File: config.mk
export PLATFORM = sky130hd
export DESIGN_NAME = cyrillic_latin_translit_stream
export DESIGN_NICKNAME = d
export VERILOG_FILES = /design/src/sv/cltr_pkg.sv /design/src/sv/cltr_xlate.sv /design/src/sv/cltr_outq.sv /design/src/sv/cyrillic_latin_translit_stream.sv
export VERILOG_INCLUDE_DIRS = /design/src /design/src/sv
export SDC_FILE = /design/constraint.sdc
export NUM_CORES = 1
export LEC_CHECK = 0
export BUFFER_PORTS_ARGS = -buffer_cell sky130_fd_sc_hd__buf_2
export CORE_MARGIN = 8
export CORE_UTILIZATION = 60
export CTS_CLUSTER_DIAMETER = 150
export DETAILED_ROUTE_END_ITERATION = 8
export HOLD_SLACK_MARGIN = 0.15
export PLACE_DENSITY = 0.95
export RECOVER_POWER = 25
export SLEW_MARGIN = 20
export SYNTH_ARGS = -nofsm -noshare
export SYNTH_HDL_FRONTEND = slang
export SYNTH_SLANG_ARGS = --single-unit
File: constraint.sdc
create_clock -name clk -period 5.57 [get_ports clk]
set_clock_uncertainty 0.05 [all_clocks]
set_input_delay 0.2785 -clock clk [delete_from_list [all_inputs] [get_ports clk]]
set_output_delay 0.2785 -clock clk [all_outputs]
set_load 0.05 [all_outputs]
File: src/sv/cyrillic_latin_translit_stream_assert.svh
// Assertion macros for the transliteration stream block.
// Used by the top level only; expects clk and rst_n in scope.
`ifndef CYRILLIC_LATIN_TRANSLIT_STREAM_ASSERT_SVH
`define CYRILLIC_LATIN_TRANSLIT_STREAM_ASSERT_SVH

// Same-cycle implication, held off during reset.
`define CLTR_ASSERT_IMP(label, ante, cons) \
    label: assert property (@(posedge clk) disable iff (!rst_n) (ante) |-> (cons)) \
        else $error("cltr assertion failed");

// Next-cycle implication, held off during reset.
`define CLTR_ASSERT_NXT(label, ante, cons) \
    label: assert property (@(posedge clk) disable iff (!rst_n) (ante) |=> (cons)) \
        else $error("cltr assertion failed");

`endif

File: src/sv/cltr_pkg.sv
// Shared types, constants and lookup functions for the transliteration stream.
// No dependencies; imported by every module of the block.
package cltr_pkg;

    localparam logic [15:0] RU_BASE  = 16'h0430;
    localparam logic [15:0] RU_LAST  = 16'h044F;
    localparam logic [15:0] EN_BASE  = 16'h0061;
    localparam logic [15:0] EN_LAST  = 16'h007A;

    localparam int NUM_VARIANTS = 3;
    localparam logic [1:0] VAR_PLAIN   = 2'd0;
    localparam logic [1:0] VAR_DIGRAPH = 2'd1;
    localparam logic [1:0] VAR_TRIGR   = 2'd2;

    // Latin letter indices (a = 0)
    localparam logic [4:0] LTR_A = 5'd0;
    localparam logic [4:0] LTR_C = 5'd2;
    localparam logic [4:0] LTR_E = 5'd4;
    localparam logic [4:0] LTR_H = 5'd7;
    localparam logic [4:0] LTR_I = 5'd8;
    localparam logic [4:0] LTR_J = 5'd9;
    localparam logic [4:0] LTR_K = 5'd10;
    localparam logic [4:0] LTR_S = 5'd18;
    localparam logic [4:0] LTR_U = 5'd20;
    localparam logic [4:0] LTR_Y = 5'd24;
    localparam logic [4:0] LTR_Z = 5'd25;

    // Russian letter index for each single Latin letter, padded to 32
    localparam logic [4:0] EN_SINGLE [32] = '{
        5'd0,  5'd1,  5'd22, 5'd4,  5'd5,  5'd20, 5'd3,  5'd21,
        5'd8,  5'd9,  5'd10, 5'd11, 5'd12, 5'd13, 5'd14, 5'd15,
        5'd31, 5'd16, 5'd17, 5'd18, 5'd19, 5'd2,  5'd25, 5'd21,
        5'd9,  5'd7,  5'd0,  5'd0,  5'd0,  5'd0,  5'd0,  5'd0
    };

    typedef struct packed {
        logic [1:0]  erase_count;
        logic [1:0]  append_count;
        logic [15:0] char_first;
        logic [15:0] char_second;
        logic [15:0] char_third;
    } edit_t;

    typedef struct packed {
        logic [1:0] cnt;
        logic [7:0] c0;
        logic [7:0] c1;
        logic [7:0] c2;
    } spell_t;

    typedef struct packed {
        logic       hit;
        logic [4:0] ru;
    } match_t;

    function automatic spell_t s1(input logic [7:0] a);
        spell_t s;
        s = '{cnt: 2'd1, c0: a, c1: 8'd0, c2: 8'd0};
        return s;
    endfunction

    function automatic spell_t s2(input logic [7:0] a, input logic [7:0] b);
        spell_t s;
        s = '{cnt: 2'd2, c0: a, c1: b, c2: 8'd0};
        return s;
    endfunction

    function automatic spell_t s3(input logic [7:0] a, input logic [7:0] b,
                                  input logic [7:0] c);
        spell_t s;
        s = '{cnt: 2'd3, c0: a, c1: b, c2: c};
        return s;
    endfunction

    // Latin spelling of a Russian letter for one variant
    function automatic spell_t ru_spell(input logic [4:0] idx, input logic [1:0] v);
        spell_t s;
        unique case (idx)
            5'd0:  s = s1("a");
            5'd1:  s = s1("b");
            5'd2:  s = s1("v");
            5'd3:  s = s1("g");
            5'd4:  s = s1("d");
            5'd5:  s = s1("e");
            5'd6:  s = s2("z", "h");
            5'd7:  s = s1("z");
            5'd8:  s = s1("i");
            5'd9:  s = s1("y");
            5'd10: s = s1("k");
            5'd11: s = s1("l");
            5'd12: s = s1("m");
            5'd13: s = s1("n");
            5'd14: s = s1("o");
            5'd15: s = s1("p");
            5'd16: s = s1("r");
            5'd17: s = s1("s");
            5'd18: s = s1("t");
            5'd19: s = s1("u");
            5'd20: s = s1("f");
            5'd21: s = s2("k", "h");
            5'd22: s = s1("c");
            5'd23: s = s2("c", "h");
            5'd24: s = s2("s", "h");
            5'd25: s = s3("s", "h", "h");
            5'd26: s = s3("j", "h", "h");
            5'd27: s = s2("i", "h");
            5'd28: s = s2("j", "h");
            5'd29: s = s2("e", "h");
            5'd30: s = s2("j", "u");
            5'd31: s = s2("j", "a");
        endcase
        if (v == VAR_DIGRAPH) begin
            case (idx)
                5'd9:    s = s1("j");
                5'd21:   s = s1("h");
                5'd25:   s = s1("w");
                5'd28:   s = s1("'");
                5'd29:   s = s2("j", "e");
                5'd30:   s = s2("y", "u");
                5'd31:   s = s2("y", "a");
                default: s = s;
            endcase
        end else if (v == VAR_TRIGR) begin
            case (idx)
                5'd21:   s = s1("x");
                5'd31:   s = s1("q");
                default: s = s;
            endcase
        end
        return s;
    endfunction

    // Digraph lookup: first letter a, second letter b
    function automatic match_t find_double(input logic [4:0] a, input logic [4:0] b);
        match_t m;
        m = '{hit: 1'b1, ru: 5'd0};
        if      (a == LTR_Z && b == LTR_H) m.ru = 5'd6;
        else if (a == LTR_K && b == LTR_H) m.ru = 5'd21;
        else if (a == LTR_C && b == LTR_H) m.ru = 5'd23;
        else if (a == LTR_S && b == LTR_H) m.ru = 5'd24;
        else if (a == LTR_I && b == LTR_H) m.ru = 5'd27;
        else if (a == LTR_J && b == LTR_H) m.ru = 5'd28;
        else if (a == LTR_E && b == LTR_H) m.ru = 5'd29;
        else if (a == LTR_J && b == LTR_E) m.ru = 5'd29;
        else if (a == LTR_J && b == LTR_U) m.ru = 5'd30;
        else if (a == LTR_Y && b == LTR_U) m.ru = 5'd30;
        else if (a == LTR_J && b == LTR_A) m.ru = 5'd31;
        else if (a == LTR_Y && b == LTR_A) m.ru = 5'd31;
        else m.hit = 1'b0;
        return m;
    endfunction

    // Trigraph lookup: both trigraphs end in "hh"
    function automatic match_t find_triple(input logic [4:0] a, input logic [4:0] b,
                                           input logic [4:0] c);
        match_t m;
        m = '{hit: 1'b0, ru: 5'd0};
        if (c == LTR_H && b == LTR_H) begin
            if (a == LTR_S) m = '{hit: 1'b1, ru: 5'd25};
            else if (a == LTR_J) m = '{hit: 1'b1, ru: 5'd26};
        end
        return m;
    endfunction

endpackage

File: src/sv/cltr_xlate.sv
// Edit generator: turns one code unit into three variant edits and
// keeps the Latin letter context. Depends on cltr_pkg.
module cltr_xlate
    import cltr_pkg::*;
(
    input  logic        clk,
    input  logic        rst_n,
    input  logic        load,
    input  logic [15:0] code_unit,
    input  logic        word_start,
    output edit_t       edits [NUM_VARIANTS]
);

    logic [4:0] last_letter_reg, last_letter_next;
    logic [4:0] previous_letter_reg, previous_letter_next;
    logic [1:0] letters_held_reg, letters_held_next;

    logic       is_ru, is_en;
    logic [4:0] ru_idx, en_idx;
    logic [1:0] held_eff;
    logic [15:0] single;
    match_t     dbl, trg;
    spell_t     sp [NUM_VARIANTS];

    assign is_ru    = (code_unit >= RU_BASE) && (code_unit <= RU_LAST);
    assign is_en    = (code_unit >= EN_BASE) && (code_unit <= EN_LAST);
    assign ru_idx   = 5'(code_unit - RU_BASE);
    assign en_idx   = 5'(code_unit - EN_BASE);
    assign held_eff = word_start ? 2'd0 : letters_held_reg;
    assign single   = RU_BASE + {11'd0, EN_SINGLE[en_idx]};
    assign dbl      = find_double(last_letter_reg, en_idx);
    assign trg      = find_triple(previous_letter_reg, last_letter_reg, en_idx);

    always_comb
    begin
        for (int v = 0; v < NUM_VARIANTS; v++) begin
            sp[v] = ru_spell(ru_idx, 2'(v));
        end
    end

    always_comb
    begin
        for (int v = 0; v < NUM_VARIANTS; v++) begin
            edits[v] = '{erase_count: 2'd0, append_count: 2'd1,
                         char_first: code_unit, char_second: 16'd0, char_third: 16'd0};
        end
        if (is_ru) begin
            for (int v = 0; v < NUM_VARIANTS; v++) begin
                edits[v].append_count = sp[v].cnt;
                edits[v].char_first   = {8'd0, sp[v].c0};
                edits[v].char_second  = {8'd0, sp[v].c1};
                edits[v].char_third   = {8'd0, sp[v].c2};
            end
        end else if (is_en) begin
            for (int v = 0; v < NUM_VARIANTS; v++) begin
                edits[v].char_first = single;
            end
            if (held_eff != 2'd0 && dbl.hit) begin
                edits[VAR_DIGRAPH].erase_count = 2'd1;
                edits[VAR_DIGRAPH].char_first  = RU_BASE + {11'd0, dbl.ru};
            end
            if (held_eff == 2'd2 && trg.hit) begin
                edits[VAR_TRIGR].erase_count = 2'd2;
                edits[VAR_TRIGR].char_first  = RU_BASE + {11'd0, trg.ru};
            end
        end
    end

    // Context: only a Latin letter pushes; anything else empties it
    always_comb
    begin
        last_letter_next     = last_letter_reg;
        previous_letter_next = previous_letter_reg;
        letters_held_next    = letters_held_reg;
        if (load) begin
            if (is_en) begin
                last_letter_next = en_idx;
                if (held_eff != 2'd0) begin
                    previous_letter_next = last_letter_reg;
                    letters_held_next    = 2'd2;
                end else begin
                    letters_held_next = 2'd1;
                end
            end else begin
                letters_held_next = 2'd0;
            end
        end
    end

    always_ff @(posedge clk or negedge rst_n)
    begin
        if (!rst_n) begin
            last_letter_reg     <= 5'd0;
            previous_letter_reg <= 5'd0;
            letters_held_reg    <= 2'd0;
        end else begin
            last_letter_reg     <= last_letter_next;
            previous_letter_reg <= previous_letter_next;
            letters_held_reg    <= letters_held_next;
        end
    end

endmodule

File: src/sv/cltr_outq.sv
// Result register: holds the three edits of one item and hands them out
// in variant order. Depends on cltr_pkg.
module cltr_outq
    import cltr_pkg::*;
(
    input  logic        clk,
    input  logic        rst_n,
    input  logic        load,
    input  edit_t       edits [NUM_VARIANTS],
    output logic        can_load,
    output logic        out_valid,
    input  logic        out_ready,
    output logic [1:0]  variant,
    output logic [1:0]  erase_count,
    output logic [1:0]  append_count,
    output logic [15:0] char_first,
    output logic [15:0] char_second,
    output logic [15:0] char_third,
    output logic        last_of_run
);

    edit_t      buf_reg [NUM_VARIANTS];
    logic       valid_reg, valid_next;
    logic [1:0] sel_reg, sel_next;
    logic       take, last;

    assign last     = (sel_reg == VAR_TRIGR);
    assign take     = valid_reg && out_ready;
    assign can_load = !valid_reg || (take && last);

    always_comb
    begin
        valid_next = valid_reg;
        sel_next   = sel_reg;
        if (load) begin
            valid_next = 1'b1;
            sel_next   = VAR_PLAIN;
        end else if (take) begin
            if (last) begin
                valid_next = 1'b0;
            end else begin
                sel_next = sel_reg + 2'd1;
            end
        end
    end

    always_ff @(posedge clk or negedge rst_n)
    begin
        if (!rst_n) begin
            valid_reg <= 1'b0;
            sel_reg   <= VAR_PLAIN;
        end else begin
            valid_reg <= valid_next;
            sel_reg   <= sel_next;
        end
    end

    always_ff @(posedge clk)
    begin
        if (load) begin
            buf_reg <= edits;
        end
    end

    assign out_valid    = valid_reg;
    assign variant      = sel_reg;
    assign erase_count  = buf_reg[sel_reg].erase_count;
    assign append_count = buf_reg[sel_reg].append_count;
    assign char_first   = buf_reg[sel_reg].char_first;
    assign char_second  = buf_reg[sel_reg].char_second;
    assign char_third   = buf_reg[sel_reg].char_third;
    assign last_of_run  = last;

endmodule

File: src/sv/cyrillic_latin_translit_stream.sv
// Top level of the Russian/Latin transliteration edit stream.
// Instantiates cltr_xlate and cltr_outq; uses cltr_pkg and the assert header.
//
// Usage:
//  - Input channel (in_valid/in_ready): one UTF-16 code unit of a word per
//    transaction, with word_start set on the first character of a word.
//  - Output channel (out_valid/out_ready): three edit transactions per input,
//    variants 0, 1 and 2 in that order; last_of_run marks the variant 2 edit.
//  - Each edit: erase erase_count characters from that variant's string, then
//    append append_count characters (char_first, char_second, char_third).
//  - Path: an accepted input waits in the input register, moves into the result
//    register once that is free, and its edits are shown from there; the input
//    register takes the next item while edits are still draining.
//  - Output sharing: the three edits of an item share the single output channel,
//    so the next item loads only as the variant 2 edit of the last is taken.
//  - Receiver stall: edits hold steady; once the input register is also full
//    in_ready drops until the result register frees.
//  - Reset: all channels empty, letter context cleared.
module cyrillic_latin_translit_stream
    import cltr_pkg::*;
(
    input  logic        clk,
    input  logic        rst_n,
    input  logic        in_valid,
    output logic        in_ready,
    input  logic [15:0] code_unit,
    input  logic        word_start,
    output logic        out_valid,
    input  logic        out_ready,
    output logic [1:0]  variant,
    output logic [1:0]  erase_count,
    output logic [1:0]  append_count,
    output logic [15:0] char_first,
    output logic [15:0] char_second,
    output logic [15:0] char_third,
    output logic        last_of_run
);

    `include "cyrillic_latin_translit_stream_assert.svh"

    // Input register
    logic        hold_valid_reg, hold_valid_next;
    logic [15:0] code_reg;
    logic        word_start_reg;

    logic  can_load, load, in_take;
    edit_t edits [NUM_VARIANTS];

    // Item moves into the result register as soon as it is free
    assign load     = hold_valid_reg && can_load;
    assign in_ready = !hold_valid_reg || load;
    assign in_take  = in_valid && in_ready;

    always_comb
    begin
        hold_valid_next = hold_valid_reg;
        if (in_take) begin
            hold_valid_next = 1'b1;
        end else if (load) begin
            hold_valid_next = 1'b0;
        end
    end

    always_ff @(posedge clk or negedge rst_n)
    begin
        if (!rst_n) begin
            hold_valid_reg <= 1'b0;
        end else begin
            hold_valid_reg <= hold_valid_next;
        end
    end

    always_ff @(posedge clk)
    begin
        if (in_take) begin
            code_reg       <= code_unit;
            word_start_reg <= word_start;
        end
    end

    // Edit generation and letter context
    cltr_xlate u_xlate (
        .clk        (clk),
        .rst_n      (rst_n),
        .load       (load),
        .code_unit  (code_reg),
        .word_start (word_start_reg),
        .edits      (edits)
    );

    // Result register and output sequencing
    cltr_outq u_outq (
        .clk          (clk),
        .rst_n        (rst_n),
        .load         (load),
        .edits        (edits),
        .can_load     (can_load),
        .out_valid    (out_valid),
        .out_ready    (out_ready),
        .variant      (variant),
        .erase_count  (erase_count),
        .append_count (append_count),
        .char_first   (char_first),
        .char_second  (char_second),
        .char_third   (char_third),
        .last_of_run  (last_of_run)
    );

    // Variants are delivered strictly in order within an item
    `CLTR_ASSERT_NXT(a_variant_order, out_valid && out_ready && !last_of_run,
                     out_valid && variant == 2'($past(variant) + 2'd1))

    // An erase only ever drops the context that variant could have built
    `CLTR_ASSERT_IMP(a_erase_shape, out_valid && erase_count != 2'd0,
                     erase_count == variant && append_count == 2'd1)

    // Input side only backs up when an item is already waiting
    `CLTR_ASSERT_IMP(a_ready_hold, !in_ready, hold_valid_reg && out_valid)

endmodule

==> results_dict.tcl, run 1 <==
set metrics [dict create \
    status "completed" \
    synthMuxAreaShare_pct 6.85 \
    path_max_fanout 18 \
    cap_violations 0 \
    stdcell_area_um2 5970 \
    drive_gt1_share_pct 16.9 \
    ir_worst_vdd_mv 0.185 \
    core-area_um2 9060 \
    regArea_um2 2470 \
    max-slew-margin-rel_pct 28.3 \
    power_density_nw_per_um2 393 \
    rsz0062_at_grt "no" \
    synthesis.area_um2 5480 \
    hp-class "flip-flop to flip-flop" \
    ys.flop_type "edfxtp_1" \
    grt_pass1_wl_um 21900 \
    layout_min_cycle_time_ps 3690 \
    nFillCells 705 \
    power.leakage_uw 0.00242 \
    ys_types 75 \
    hpwlAfterDp_um 9800 \
    worst_slew_pin_slew_ps 1080 \
    crit_arrival_ps 3740 \
    syn_avg_cell_area_um2 10.0 \
    synthSimpleGateAreaFrac_pct 18.3 \
    totalWireLength_um 13400 \
    dr.pass1.iters 5 \
    yosysSeqAreaShare_pct 45.1 \
    async_reset_ff_share_pct 18.8 \
    min_period_over_period_pct 66.2 \
    yosys-top-cells-count "edfxtp_1, nand2_1, nor2_1" \
    synth_top_area_cell "edfxtp_1" \
    hold_ws_ps 432 \
    worst_skew_pair.late_latency_ps 360 \
    gr-total-overflow 0 \
    critPathCaptureType "flip-flop" \
    wl_per_cell_um 19.1 \
    synth_edf_count 69 \
    synth-compound-area-share_pct 16.0 \
    place.gp.congestion 0.932 \
    cts_sinks 85 \
    syn2layout_area_growth_pct 8.93 \
    cts_made_buffers 9 \
    cts_tree "built" \
    grt_max_degree 53 \
    grt.busiest_layer "met2" \
    io_pins 78 \
    place_area_um2 5590 \
    use_met1_pct 28.6 \
    path_clk_slew_ps 90 \
    cts-root-buf "clkbuf_8" \
    grt_pass1_vias 4131 \
    vias 4345 \
    drc 0 \
    yosys.area.top_type_share_pct 37.8 \
    initial_utilization_pct 60.4 \
    netlist_top_cells_area "edfxtp_1, dfrtp_1, buf_4, nand2_1, mux2i_1" \
    yosysWarnings 0 \
    clockBufferDepth 2 \
    grt_use_met3_pct 5.95 \
    multiInputGateArea_um2 2610 \
    met2_usage_pct 33.9 \
    htreeDepth 3 \
    antenna_found_initial 0 \
    cp-start-kind "flip-flop" \
    antenna_cells 0 \
    synth_cells 546 \
    die-area_um2 12400 \
    finalSetupViolCount 0 \
    maxSlewViolCount 0 \
    ys_seq_elements 85 \
    largest_reg_flops 52 \
    synth_top_family_by_area "simple AND/OR/NAND/NOR gates" \
    dieWidth_um 112 \
    synth_most_common_cell "edfxtp_1" \
    drt_iter0_drc 440 \
    synthAdderAreaFrac_pct 3.20 \
    fin_nets 622 \
    critPathRequiredTime_ps 5630 \
    ant_nets 0 \
    crit_type "flip-flop to flip-flop" \
    hold_viol 0 \
    die_h_um 112 \
    track_usage_pct 21.8 \
    synthXorXnorAreaFrac_pct 1.71 \
    fmax_ghz 0.271 \
    portBuffers 54 \
    fp-row-count 35 \
    setup_tns_ps 0 \
    postCtsSetupRepairBufs 0 \
    vias_per_cell 6.18 \
]
-- what timing repair did --
item | 4_1_cts | 5_1_grt
hold buffers | 20 | 0
hold endpoints to repair | 36 | 0
gates resized for setup | 0 | 0
-- per-layer routing --
metal	wire length [um]	part of all wire, %	vias up
met5	0	0	-
met4	249	1.9	0
met3	1250	9.3	26
met2	6290	47	243
met1	5610	42	2057
li1	-	-	2019
-- area by class of cell --
| type | count | share of cell area (%) |
|---|---|---|
| multi-input cells | 394 | 43.8 |
| flip-flops and latches | 85 | 41.4 |
| repair buffers | 77 | 8.14 |
| well taps | 111 | 2.33 |
| clock buffers | 9 | 2.08 |
| inverters | 20 | 1.26 |
| clock inverters | 7 | 0.986 |
-- path summary, 6_finish.rpt --
path | start | endpoint | slack, ps | depth (start not counted)
max | code_reg[0]$_DFFE_PP_ | u_outq.buf_reg[90]$_DFFE_PP_ | 1880 | 8
max in group asynchronous | rst_n | u_xlate.previous_letter_reg[2]$_DFFE_PN0P_ | 4420 | 2
min reg2reg | code_reg[8]$_DFFE_PP_ | u_outq.buf_reg[144]$_SDFFCE_PP0P_ | 430 | 0
max reg2reg | code_reg[0]$_DFFE_PP_ | u_outq.buf_reg[90]$_DFFE_PP_ | 1880 | 8
min in group asynchronous | rst_n | u_xlate.previous_letter_reg[1]$_DFFE_PN0P_ | 510 | 2
min | code_reg[8]$_DFFE_PP_ | u_outq.buf_reg[144]$_SDFFCE_PP0P_ | 430 | 0
-- critical path, stage by stage, from the launching register on --
cell and delay (ps):
edfxtp_1 750, inv_1 240, ha_1 430, nor3b_4 250
xnor2_2 640, mux2_4 370, a31oi_4 240, nand4_1 160
a41o_1 310
-- logic make-up (layout without fill, tap and decap cells) --
kind of cell,Yosys count,count (layout)
AOI/OAI and AO/OA,133,133
muxes,30,30
other,1,23
and+or+nand+nor,185,185
buffers and inverters,89,113
xor gates and xnor gates,9,9
DFF,85,85
adders and majority gates,14,14
-- power by group --
part           internal [uW]  switching (uW)  total, uW
logic                    261             789       1050
registers                794            95.4        890
clock network            169             239        408
-- cell usage in the layout (no fill, tap or decap), drive strengths merged, types with 3 or more instances in the layout --
master,n
nor3b,3
a21boi,3
nand4,3
a22oi,5
dfrtp,16
a21oi,27
a2bb2oi,3
mux2i,18
nand3,15
nor4,5
and2,13
nor2b,8
conb,23
inv,23
ha,14
clkinv,3
mux2,7
a21o,7
o22ai,7
a31oi,9
buf,53
o211ai,8
nor2,39
o21ai,38
dlygate4sd3,20
o31ai,4
nor3,11
clkbuf,13
mux4,5
and3,7
nand2b,7
edfxtp,69
nand2,54
xnor2,7
and4,4
a221o,3
-- through the flow --
step	instances	worst slack (ps)	power (uW)	util, %
2_1_floorplan	568	2040	1730	-
3_5_place_dp	667	1950	1940	61.7
3_3_place_gp	667	2000	1900	61.7
4_1_cts	703	1940	2350	65.9
6_report	703	1880	2350	65.8
5_1_grt	703	1670	2450	65.8
Power figures use the tool's default switching activity.
==> run 2, diff against run 1 <==
Settings changed: CORE_UTILIZATION 60 to 53, PLACE_DENSITY 0.95 to 0.9.
Clock period 5.57 ns to 3.2 ns, I/O delays scaled along.
==> results_dict.tcl, run 2 (synthesis results as in run 1) <==
set metrics [dict create \
    cts_sinks 85 \
    antenna_found_initial 0 \
    regArea_um2 2470 \
    critPathTopFamily "compound AO/OA/AOI/OAI gates" \
    syn2layout_area_growth_pct 11.6 \
    totalWireLength_um 13800 \
    switching_share_pct 47.3 \
    layout_min_cycle_time_ps 2870 \
    crit_type "flip-flop to flip-flop" \
    min_period_over_period_pct 89.8 \
    seqPwrFrac_pct 35.0 \
    core-area_um2 10200 \
    stdcell_area_um2 6110 \
    crit_chain "inv_1 -> ha_1 -> nor3b_4 -> xnor2_2 -> mux2_4 -> a31oi_4 -> nand4_1 -> a41o_1" \
    dr.pass1.iters 5 \
    crit_arrival_ps 2950 \
    cts_made_buffers 9 \
    fp-row-count 37 \
    hpwlAfterDp_um 10200 \
    setup_tns_ps 0 \
    pre_cts_ws_ps 330 \
    dieWidth_um 118 \
    critPathRequiredTime_ps 3270 \
    hp-class "input port to asynchronous set/reset pin" \
    clockBufferDepth 2 \
    r2r-end "u_outq.buf_reg[90]$_DFFE_PP_" \
    hold_viol 0 \
    path_clk_slew_ps 90 \
    p_clk_share_pct 16.7 \
    antenna_cells 0 \
    cts_tree "built" \
    finalSetupViolCount 0 \
    die_h_um 118 \
    crit_end "u_outq.buf_reg[90]$_DFFE_PP_" \
    initial_utilization_pct 53.8 \
    io_pins 78 \
    place_area_um2 5740 \
    p_int_uw 2160 \
    cpMaxStageDelayCell "edfxtp_1" \
    fin_ws_ps 326 \
    cp-start-kind "flip-flop" \
    vias_per_cell 5.89 \
    htreeDepth 3 \
    maxSlewViolCount 0 \
    drt_iter0_drc 399 \
    power_density_nw_per_um2 672 \
    critPathCaptureType "flip-flop" \
    ant_nets 0 \
    switchingPower_uw 1940 \
    worst_slew_pin_slew_ps 1300 \
    power_frac_comb_pct 48.3 \
    status "completed" \
    path_max_fanout 15 \
    multiInputGateArea_um2 2610 \
    cap_violations 0 \
    portBuffers 54 \
    track_usage_pct 19.6 \
    final_common_cell "edfxtp_1" \
    grt_pass1_wl_um 22100 \
    nFillCells 847 \
    layout_common_cells "edfxtp_1, nand2_1, buf_2" \
    place.gp.congestion 0.901 \
    cp.depth 8 \
    grt_max_degree 53 \
    worst_skew_pair.late_latency_ps 360 \
    path_buf_inv 1 \
    cts-root-buf "clkbuf_8" \
    die-area_um2 13800 \
    ff2ff_path_depth 8 \
    drive_gt1_share_pct 18.3 \
    grt_pass1_vias 4243 \
    fmax_ghz 0.348 \
    drc 0 \
    fin_nets 638 \
    vias 4380 \
    worstReg2RegStart "code_reg[1]$_DFFE_PP_" \
    max_stage_delay_ps 380 \
    crit_start "code_reg[1]$_DFFE_PP_" \
    ir_worst_vdd_mv 0.392 \
    wl_per_cell_um 18.5 \
    gr-total-overflow 0 \
    rsz0062_at_grt "no" \
    max-slew-margin-rel_pct 13.6 \
    largest_reg_flops 52 \
    power.leakage_uw 0.00248 \
    cts-resized-gates 0 \
    rrSetupSlack_ps 330 \
]
## run 2: changes by cell type in the layout (fill, tap and decap cells not counted)
cell           previous run  this run
clkbuf_1                  4         6
inv_2                     1         0
o21ai_1                   4         5
clkinv_4                  2         1
dlygate4sd3_1            20        21
nor2_2                    1         0
o21ai_0                  34        33
clkinvlp_4                1         3
nor2_1                   38        39
inv_8                     1         0
buf_2                    51        49
clkinv_1                  0         1
buf_4                     2        17
## run 2: worst reg2reg max path, delay by kind of cell, from the launching register on
kind | cells | cell delay (ps)
compound gates | 2 | 510
xor+xnor | 1 | 330
flops | 1 | 380
simple gates | 2 | 480
fa+ha+maj | 1 | 270
mux | 1 | 370
buf+inv | 1 | 230
## run 2: per-layer routing
layer  global-route usage, %  up-vias  routed length (um)
met4                    6.57        0                 286
met5                       0        -                   0
met2                    31.7      201                6610
met3                    5.85       30                1130
met1                    24.5     2096                5780
li1                        -     2053                   -
## run 2: power groups by stage
stage          registers [uW]  logic, uW  clock network (uW)
2_1_floorplan            1500       1510                   0
6_report                 1440       1980                 686
5_1_grt                  1450       2110                 742
3_3_place_gp             1460       1930                   0
4_1_cts                  1440       1980                 701
3_5_place_dp             1470       1960                   0
## run 2: how the worst min path moves through the flow
stage	slack, ps	cells past startpoint	from	endpoint
2_1_floorplan	-190	0	rst_n	hold_valid_reg$_DFFE_PN0P_
3_3_place_gp	40	1	rst_n	u_xlate.previous_letter_reg[3]$_DFFE_PN0P_
3_5_place_dp	50	1	rst_n	u_xlate.previous_letter_reg[2]$_DFFE_PN0P_
4_1_cts	190	2	rst_n	u_xlate.previous_letter_reg[3]$_DFFE_PN0P_
5_1_grt	440	2	code_unit[0]	code_reg[0]$_DFFE_PP_
6_report	390	2	rst_n	u_xlate.previous_letter_reg[0]$_DFFE_PN0P_
## run 2: metrics by stage
step | cells | total power (uW) | hold WS, ps | util (%)
after floorplan | 568 | 3010 | -186 | -
after global placement | 707 | 3380 | 35.5 | 56.3
after detailed placement | 707 | 3420 | 49.4 | 56.3
after CTS | 744 | 4120 | 194 | 60.1
after global routing | 744 | 4300 | 441 | 60.0
final | 744 | 4110 | 386 | 60.0
## run 2: repair_timing
action,4_1_cts,5_1_grt
hold buffers,21,0
hold endpoints to repair,36,0
setup buffers,0,0
## run 2: layout make-up
| class | count | share of cell area, % |
|---|---|---|
| multi-input combinational | 394 | 42.7 |
| sequential | 85 | 40.5 |
| timing repair buffer | 93 | 9.91 |
| tap | 136 | 2.78 |
| clock buffer | 9 | 2.03 |
| inverter | 20 | 1.29 |
| clock inverter | 7 | 0.819 |
